[src/design/kmeans_cluster_2d_core_macros.svh]
// assertion macros for the k-means core
`ifndef KMEANS_CLUSTER_2D_CORE_MACROS_SVH
`define KMEANS_CLUSTER_2D_CORE_MACROS_SVH
`ifndef SYNTHESIS
// combinational property checked at every edge
`define KMC_ASSERT_NOW(lbl, ck, rn, prop) \
    lbl: assert property (@(posedge ck) disable iff (!rn) (prop)) \
        else $error("kmeans core check failed");
// antecedent implies consequent in the next cycle
`define KMC_ASSERT_NEXT(lbl, ck, rn, ante, cons) \
    lbl: assert property (@(posedge ck) disable iff (!rn) (ante) |=> (cons)) \
        else $error("kmeans core sequence check failed");
`else
`define KMC_ASSERT_NOW(lbl, ck, rn, prop)
`define KMC_ASSERT_NEXT(lbl, ck, rn, ante, cons)
`endif
`endif

[src/design/kmc_ram.sv]
`default_nettype none
module kmc_ram #(
    parameter int WIDTH = 8,
    parameter int DEPTH = 16
) (
    input  wire logic                     clk,
    input  wire logic                     we,
    input  wire logic [$clog2(DEPTH)-1:0] waddr,
    input  wire logic [WIDTH-1:0]         wdata,
    input  wire logic [$clog2(DEPTH)-1:0] raddr,
    output logic [WIDTH-1:0]              rdata
);

    logic [WIDTH-1:0] mem [DEPTH];

    // one write port, registered read port
    always_ff @(posedge clk)
    begin
        if (we)
        begin
            mem[waddr] <= wdata;
        end
        rdata <= mem[raddr];
    end

endmodule
`default_nettype wire

[config.mk]
export PLATFORM = sky130hd
export DESIGN_NAME = kmc_ram
export DESIGN_NICKNAME = d
export VERILOG_FILES = /design/src/design/kmeans_cluster_2d_core_macros.svh /design/src/design/kmc_ram.sv
export SDC_FILE = /design/constraint.sdc
export NUM_CORES = 1
export LEC_CHECK = 0
export ABC_AREA = 1
export BUFFER_PORTS_ARGS = -buffer_cell sky130_fd_sc_hd__buf_2
export CORE_MARGIN = 2
export CORE_UTILIZATION = 42
export DETAILED_ROUTE_END_ITERATION = 10
export GPL_ROUTABILITY_DRIVEN = 1
export SYNTH_ARGS = -nofsm -noshare
export SYNTH_HDL_FRONTEND = slang
export SYNTH_SLANG_ARGS = --single-unit
[constraint.sdc]
create_clock -name clk -period 2.4 [get_ports clk]
set_input_delay 0.24 -clock clk [delete_from_list [all_inputs] [get_ports clk]]
set_output_delay 0.24 -clock clk [all_outputs]
set_load 0.03 [all_outputs]
==> results.ini <==
[place]
routabilityCongestion = 0.822
place_inst = 731
hpwl_um = 7990
port_buffers = 25
post-place-ws_ns = 0.685

[clocking]
cts_tree = done
cts_setup_buffers = 0
cts_resized = 0
clock-sinks = 136
cts_buffer_depth = 2
worstSkewPairLatency_ns = 0.42
cts_max_level = 4
cts_inserted_buffers = 17
clockRootBuffer = clkbuf_16
clkTransAtPathRegs_ns = 0.06
hold_buffers = 0

[routing]
drt_iter0_drc = 311
wl_per_cell_um = 17.0
drt_pass1_iterations = 5
num_vias = 3750
drc_errors = 0
post_drt_via_cell_ratio = 4.91
wirelength_um = 13000
drtAntennaViolNets = 0

[yosys]
synth_area_um2 = 5770
synth_nets = 569
postSynthCellCount = 551
synth.avg_cell_area_um2 = 10.5
ys_ff_latch = 136
seq_area_frac_synth = 0.694
yosys_warnings = 0
synth_cell_type_count = 12

[layout]
n_antenna_cell = 0
fin_cells = 763
synthToLayoutAreaGrowth_pct = 14.0
drive_above_1_share = 0.0920
post-route-util = 0.493
fin_nets = 592

[global_route]
grt_usage = 0.193
grt_pass1_wl_um = 20500
antenna_found_initial = 0
grt-ovfl-total = 0
grt_max_degree = 65
grt_pass1_vias = 3747

[critical_path]
critPathCaptureType = flop
crit_slowest_cell = nor2_1
critPathMaxStageDelay_ns = 0.70
cpLargestDelayFamily = simple AND/OR/NAND/NOR gates
crit_fanout = 8
startpoint = waddr[2]
rr_startpoint = mem[2][7]
startpoint_type = input pin
cp_num_buf_inv = 1
crit_chain = buf_2, nand3b_1, nor2_1
critPathKind = input pin to flop
required_ns = 2.44
crit_arrival_ns = 1.31

[die]
row_count = 42
chipWidth_um = 121
core_area_um2 = 13300
die_h_um = 121
die_area_um2 = 14700
initial_core_util = 0.432
boundaryPins = 26

[timing]
fin_crit_sh = 0.530
fin_setup_tns_ns = 0
maxSlewHeadroom = 0.422
max_slew.worst_pin.slew_ns = 0.864
finalSetupViolations = 0
fin_crit_ns = 1.27
slew_violations = 0
rsz0062_at_grt = no
hold_viol_final = 0
setup_ws_ns = 1.13
fmax_ghz = 0.786
fin_skew_ns = 0.00500

[power]
power_leakage_nw = 2.82
pwr_density_cell_nw_per_um2 = 858
ir_drop_mv = 0.493

[hold_path]
min_path_type = input pin to flop
hold_start = raddr[3]

[job]
max_cap_viol_count = 0

[outcome]
status = completed

## per-stage QoR
stage | cell area (µm²) | hold WS, ns | power [mW]
floorplan | 5770 | 0.339 | 2.94
detailed placement | 5980 | 0.613 | 3.07
finish | 6570 | 0.190 | 5.64
global route | 6570 | 0.189 | 5.82
global placement | 5980 | 0.617 | 3.06
CTS | 6570 | 0.176 | 5.67
## power by group
group / switching [mW] / internal (mW) / total, mW / leakage [nW]
clock network: 0.914 / 1.71 / 2.63 / 0.285
registers: 0.0189 / 2.66 / 2.68 / 1.22
logic: 0.251 / 0.0869 / 0.338 / 1.31
total: 1.18 / 4.46 / 5.64 / 2.82
## cells in the mapped netlist, drive strengths merged
cell	n	area, µm²
buf	24	166
nand2	173	649
dfxtp	8	160
nor2	17	63.8
edfxtp	128	3840
nand3	97	485
nand3b	2	15.0
inv	102	383
## layout by cell type, fill, tap and decap left out
master	count
clkbuf_16	17
nor2_1	17
buf_2	25
edfxtp_1	128
nand3b_1	2
buf_12	1
bufinv_16	4
buf_4	2
inv_2	2
inv_1	100
clkinv_1	5
clkbuf_1	3
nand3_1	97
clkinvlp_4	1
nand2_1	173
clkinv_2	2
dfxtp_1	8
## cell type report
cell class | count | area (µm²)
Fill cell | 1278 | 6770
Sequential cell | 136 | 4000
Multi-Input combinational cell | 289 | 1210
Clock buffer | 20 | 437
Inverter | 102 | 383
Tap cell | 176 | 220
Timing Repair Buffer | 28 | 160
Clock inverter | 12 | 156
## worst reg2reg max path: stages (launching register included)
cell and delay, ns:
edfxtp_1 0.37, inv_1 0.07, nand2_1 0.05, nand3_1 0.11, nand3_1 0.09, nand3_1 0.17, nand2_1 0.07
## path summary, 6_finish.rpt
| check | cells after the start | end | slack, ns |
|---|---|---|---|
| worst max-delay path | 3 | mem[10][2] | 1.13 |
| worst min-delay path | 3 | rdata[1] | 0.19 |
| worst max register to register | 6 | rdata[7] | 1.36 |
| worst min register to register | 6 | rdata[7] | 0.66 |
## cell families after synthesis
group | count (synthesis) | share of synthesized area
buffers and inverters | 126 | 0.0952
flip-flops | 136 | 0.694
AND/OR/NAND/NOR | 289 | 0.210
## sequential cells by signal, summed over array words and instances, names as in the netlist
signal  cells
mem       128
rdata       8
## layer usage
layer  GRT usage  vias up  wire (µm)
li1            -     1818          -
met1       0.259     1813       5750
met2       0.304      102       6230
met3      0.0475       17        709
met4      0.0754        0        275
met5           0        -          0
Note: power is estimated with default switching activity, not from simulation.
