`src/design/kmeans_cluster_2d_core_macros.svh`:
```
// assertion macros for the k-means core
`ifndef KMEANS_CLUSTER_2D_CORE_MACROS_SVH
`define KMEANS_CLUSTER_2D_CORE_MACROS_SVH
`ifndef SYNTHESIS
// combinational property checked at every edge
`define KMC_ASSERT_NOW(lbl, ck, rn, prop) \
    lbl: assert property (@(posedge ck) disable iff (!rn) (prop)) \
        else $error("kmeans core check failed");
// antecedent implies consequent in the next cycle
`define KMC_ASSERT_NEXT(lbl, ck, rn, ante, cons) \
    lbl: assert property (@(posedge ck) disable iff (!rn) (ante) |=> (cons)) \
        else $error("kmeans core sequence check failed");
`else
`define KMC_ASSERT_NOW(lbl, ck, rn, prop)
`define KMC_ASSERT_NEXT(lbl, ck, rn, ante, cons)
`endif
`endif

```
`src/design/kmc_pkg.sv`:
```
`default_nettype none
package kmc_pkg;

    localparam int MAX_POINTS   = 1024;
    localparam int MAX_CLUSTERS = 8;
    localparam int COORD_WIDTH  = 16;

    localparam int PT_AW    = $clog2(MAX_POINTS);
    localparam int CL_AW    = $clog2(MAX_CLUSTERS);
    localparam int IDX_W    = 10;
    localparam int LABEL_W  = 3;
    localparam int K_W      = 4;
    localparam int N_W      = 11;
    localparam int ITER_W   = 10;
    localparam int SUM_W    = 26;
    localparam int CNT_W    = 11;
    localparam int DIV_W    = SUM_W + 1;
    localparam int DIFF_W   = COORD_WIDTH + 1;
    localparam int SQ_W     = 2 * DIFF_W;
    localparam int DIST_W   = SQ_W + 1;
    localparam int DCNT_W   = $clog2(DIV_W + 1);
    localparam int PADDR_W  = 4;
    localparam int PDATA_W  = 32;

    typedef enum logic [1:0] {
        OP_LOAD_POINT    = 2'd0,
        OP_LOAD_CENTROID = 2'd1,
        OP_RUN           = 2'd2,
        OP_READ_LABEL    = 2'd3
    } opcode_t;

    typedef enum logic [1:0] {
        REG_NUM_CLUSTERS   = 2'd0,
        REG_NUM_POINTS     = 2'd1,
        REG_MAX_ITERATIONS = 2'd2,
        REG_NONE           = 2'd3
    } reg_idx_t;

    typedef struct packed {
        logic [1:0]                     opcode;
        logic [IDX_W-1:0]               item_index;
        logic signed [COORD_WIDTH-1:0]  coord_x;
        logic signed [COORD_WIDTH-1:0]  coord_y;
        logic [LABEL_W-1:0]             initial_label;
    } cmd_t;

    typedef struct packed {
        logic [IDX_W-1:0]               out_index;
        logic signed [COORD_WIDTH-1:0]  out_x;
        logic signed [COORD_WIDTH-1:0]  out_y;
        logic [LABEL_W-1:0]             out_label;
        logic [ITER_W-1:0]              passes_done;
        logic                           converged;
        logic                           last;
    } rsp_t;

    typedef struct packed {
        logic               start;
        logic [DIV_W-1:0]   dividend;
        logic [CNT_W-1:0]   divisor;
    } div_req_t;

    typedef struct packed {
        logic               busy;
        logic               done;
        logic [DIV_W-1:0]   quotient;
    } div_rsp_t;

endpackage
`default_nettype wire

```
`src/design/kmc_div.sv`:
```
`default_nettype none
module kmc_div
    import kmc_pkg::*;
(
    input  wire logic clk,
    input  wire logic rst_n,
    input  wire div_req_t req,
    output div_rsp_t  rsp
);

    logic [DIV_W-1:0]  dq_reg;
    logic [CNT_W-1:0]  rem_reg;
    logic [CNT_W-1:0]  dvs_reg;
    logic [DCNT_W-1:0] cnt_reg;
    logic              busy_reg;
    logic              done_reg;
    logic [CNT_W:0]    trial;
    logic              fits;

    // restoring step: one quotient bit a cycle
    assign trial = {rem_reg, dq_reg[DIV_W-1]};
    assign fits  = trial >= {1'b0, dvs_reg};

    always_ff @(posedge clk or negedge rst_n)
    begin
        if (!rst_n)
        begin
            busy_reg <= 1'b0;
            done_reg <= 1'b0;
            cnt_reg  <= '0;
        end
        else
        begin
            done_reg <= busy_reg && (cnt_reg == DCNT_W'(1));
            if (req.start)
            begin
                busy_reg <= 1'b1;
                cnt_reg  <= DCNT_W'(DIV_W);
            end
            else if (busy_reg)
            begin
                cnt_reg <= cnt_reg - DCNT_W'(1);
                if (cnt_reg == DCNT_W'(1))
                begin
                    busy_reg <= 1'b0;
                end
            end
        end
    end

    // datapath
    always_ff @(posedge clk)
    begin
        if (req.start)
        begin
            dq_reg  <= req.dividend;
            rem_reg <= '0;
            dvs_reg <= req.divisor;
        end
        else if (busy_reg)
        begin
            rem_reg <= fits ? CNT_W'(trial - {1'b0, dvs_reg}) : trial[CNT_W-1:0];
            dq_reg  <= {dq_reg[DIV_W-2:0], fits};
        end
    end

    assign rsp.busy     = busy_reg;
    assign rsp.done     = done_reg;
    assign rsp.quotient = dq_reg;

endmodule
`default_nettype wire

```
`config.mk`:
```
export PLATFORM = sky130hd
export DESIGN_NAME = kmc_div
export DESIGN_NICKNAME = d
export VERILOG_FILES = /design/src/design/kmeans_cluster_2d_core_macros.svh /design/src/design/kmc_pkg.sv /design/src/design/kmc_div.sv
export SDC_FILE = /design/constraint.sdc
export NUM_CORES = 1
export LEC_CHECK = 0
export ABC_AREA = 1
export BUFFER_PORTS_ARGS = -buffer_cell sky130_fd_sc_hd__buf_2
export CORE_UTILIZATION = 45
export DETAILED_ROUTE_END_ITERATION = 8
export GPL_TIMING_DRIVEN = 0
export PLACE_DENSITY_LB_ADDON = 0.15
export SLEW_MARGIN = 30
export SYNTH_ARGS = -nofsm -noshare
export SYNTH_HDL_FRONTEND = slang
export SYNTH_SLANG_ARGS = --single-unit
export TNS_END_PERCENT = 10
```
`constraint.sdc`:
```
create_clock -name clk -period 3.3 [get_ports clk]
set_clock_uncertainty 0.15 [all_clocks]
set_input_delay 0.495 -clock clk [delete_from_list [all_inputs] [get_ports clk]]
set_output_delay 0.495 -clock clk [all_outputs]
set_load 0.01 [all_outputs]
```
==> metrics.md <==
| Metric | Value |
|---|---|
| Run status | `complete, no violations` |
| Leak pwr | `0.00194 uW` |
| Top cell type's share of synthesized area | `36.3%` |
| Pin count of the biggest net entering global routing | `28` |
| Placed Area | `3590 um2` |
| Count of different cell masters after synthesis | `31` |
| Max_cap viols | `0` |
| Clock Power Share | `15.9%` |
| Largest register FFs | `27` |
| Async SR Flop Fraction | `12.5%` |
| Slew at the pin with the worst max-slew slack | `0.579 ns` |
| Primary FF master, synth | `edfxtp_1` |
| Worst Path Buf+Inv | `4` |
| Area of the die | `7320 um2` |
| Vias in the first global route | `2,478` |
| Worst Hold Class | `input pin to flop` |
| GRT Total Usage | `19.7%` |
| Via count | `2,603` |
| Fmax | `0.457 GHz` |
| Seq cells post-synth | `56` |
| DR vias/cell | `4.85` |
| Slowest stage delay, CP | `0.48 ns` |
| Core Region | `6760 um2` |
| Initial antenna violation count | `0` |
| First-pass GRT wire length | `11,300 um` |
| Gate power share | `45.3%` |
| CTS max path bufs | `2` |
| Number of buffers created by CTS | `5` |
| Post-CTS Setup Repair Bufs | `0` |
| Reg clk slew, reported paths | `0.10 ns` |
| Final count of negative-setup-slack endpoints | `0` |
| Diode count | `0` |
| Pre-CTS WS | `0.703 ns` |
| Switching power | `966 uW` |
| Grt ovf | `0` |
| Drt first pass iters | `5` |
| Die span in y | `85.6 um` |
| Antenna viol nets, final | `0` |
| Critical Path Slowest Stage Cell | `clkbuf_1` |
| Switching portion of total power | `39.7%` |
| Detailed router's first-iteration violation count | `128` |
| Largest area contributor in the netlist | `edfxtp_1` |
| Post-DP HPWL | `4940 um` |
| Critical Path Source Type | `input pin` |
| Post-synthesis sequential area ratio | `48.9%` |
| Power Dens Cells | `661 nW/um2` |
| Crit-path cells | `buf_2 -> clkbuf_1 -> nor2_1 -> clkbuf_1 -> inv_2` |
| Layout cells sized above 1 | `24.9%` |
| Final Instance Area | `3680 um2` |
| Synth Cell Area | `3140 um2` |
| Setup TNS | `0 ns` |
| Per-cell routed wire length | `12.4 um` |
| CP max FO | `27` |
| CTS tree | `built` |
| Critical Path AT | `2.03 ns` |
| Final Hold Vio Count | `0` |
| Pint | `1470 uW` |
| Sequential share of power | `38.9%` |
| Final WS setup | `1.11 ns` |
| Die Width | `85.6 um` |
| RSZ-0062 raised after global routing | `false` |
| Crit Path Class | `input pin to flop` |
| Syn Area/Cell | `8.29 um2` |
| Max Slew Vio Count | `0` |
| IO Port Bufs | `69` |
| Min Tclk post-route | `2.19 ns` |
| Area growth syn-to-layout | `17.2%` |
| Critical path's top delay family | `buffers and inverters` |
| Drt drc | `0` |
| Final worst-path cycle share | `66.4%` |
| Post-Syn Instances | `379` |
| CTS HTree Levels | `2` |
| Worst Setup End Kind | `flop` |
| Worst slew margin | `61.4%` |
| CTS root buffer | `clkbuf_8` |
| Most used cell, CP | `clkbuf_1` |
| EDFF count, synth | `38` |
| Io pins | `70` |
| Mapped Nets | `434` |
| Syn. warnings | `0` |
| Hold-fix buffers at CTS | `1` |
| Final GP Congestion | `0.829` |
| Worst-Skew Late Latency | `0.31 ns` |
| Worst vdd ir | `275 uV` |
| Fillers | `661` |
| Post-CTS sizing | `0` |
| Initial core utilization | `46.5%` |
| Required @ worst endpoint | `3.14 ns` |
| Rows | `30` |
| Overall power | `2430 uW` |
| Total wire length | `6650 um` |
| Synth top area cells | `edfxtp_1, nand2_1, dfxtp_1, inv_1, dfrtp_1` |
| Clk sinks | `56` |
| # nets final | `511` |
worst register-to-register path, stage by stage, from the launching register on:
cell and delay, ns:
edfxtp_1 0.38, inv_1 0.06, ha_1 0.23, fa_1 0.41
inv_1 0.10, nand3_1 0.08, nand3_2 0.13, nand2_2 0.11
nand4_4 0.11, buf_12 0.15, nand3_2 0.07, nand3_1 0.07
nand2_1 0.05
metal layers:
metal / GRT usage [%] / routed length [um]
met5: 0 / 0
met4: 7.42 / 85
met3: 4.04 / 338
met2: 31.1 / 3160
met1: 26.8 / 3070
area by class of cell:
class	count	area, um2	share of cell area, %
Inverter	51	191	5.20
Tap cell	80	100	2.72
Clock inverter	2	13.8	0.374
Sequential cell	56	1540	41.7
Multi-Input combinational cell	257	1310	35.6
Buffer	15	105	2.85
Clock buffer	6	72.6	1.97
Timing Repair Buffer	70	355	9.64
final timing paths:
kind,from,endpoint,slack (ns),depth (start not counted)
max,req[38],dq_reg[7]$_DFFE_PP_,1.11,5
min,req[1],dvs_reg[1]$_DFFE_PP_,0.20,1
max reg2reg,dq_reg[26]$_DFFE_PP_,rem_reg[6]$_SDFFE_PP0P_,1.13,12
min reg2reg,rem_reg[4]$_SDFFE_PP0P_,rem_reg[4]$_SDFFE_PP0P_,0.33,2
max in group asynchronous,rst_n,busy_reg$_DFF_PN0_,2.47,2
min in group asynchronous,rst_n,cnt_reg[3]$_DFFE_PN0P_,0.38,2
power by group through the flow:
stage          combinational (uW)  sequential, uW  clock (uW)
6_report                     1100             946         387
5_1_grt                      1250             963         426
4_1_cts                      1110             946         394
3_5_place_dp                 1100             959           0
3_3_place_gp                 1090             954           0
2_1_floorplan                 852             958           0
Yosys cell counts, types with 2 or more instances:
cell      count
ha_1         13
nand4_1      14
buf_4         3
nand2_1     148
edfxtp_1     38
xnor2_1       2
dfrtp_1       7
clkbuf_1      6
o21ai_0       4
nand2_2      14
nor2_1       15
nand3_2       6
nor2_2        2
inv_1        49
a21oi_1       6
nand3_1      24
dfxtp_1      11
buf_2         3
inv_2         2
placed cells by master, fill, tap and decap left out, types with 4 or more instances in the layout:
cell,n
clkbuf_8,6
edfxtp_1,38
nand4_1,14
dfxtp_1,11
a21oi_1,6
inv_1,48
nand3_1,24
nand2_2,14
clkbuf_1,7
nor2_1,15
nand3_2,6
ha_1,13
dfrtp_1,7
o21ai_0,4
buf_2,72
nand2_1,148
per-stage QoR:
step	hold slack, ns	utilization, %	std cells
final	0.196	54.5	537
after global routing	0.179	54.5	537
after CTS	0.193	54.5	537
after detailed placement	0.190	53.1	528
after global placement	0.188	53.1	528
after floorplan	0.0494	-	379
cells by family after synthesis:
group,Yosys count,synth area share [%]
simple gates,228,32.9
buf+inv,66,9.43
flops,56,48.9
fa+ha+maj,14,5.81
compound gates,12,2.11
xor+xnor,3,0.836
(Power assumes the default switching activity.)
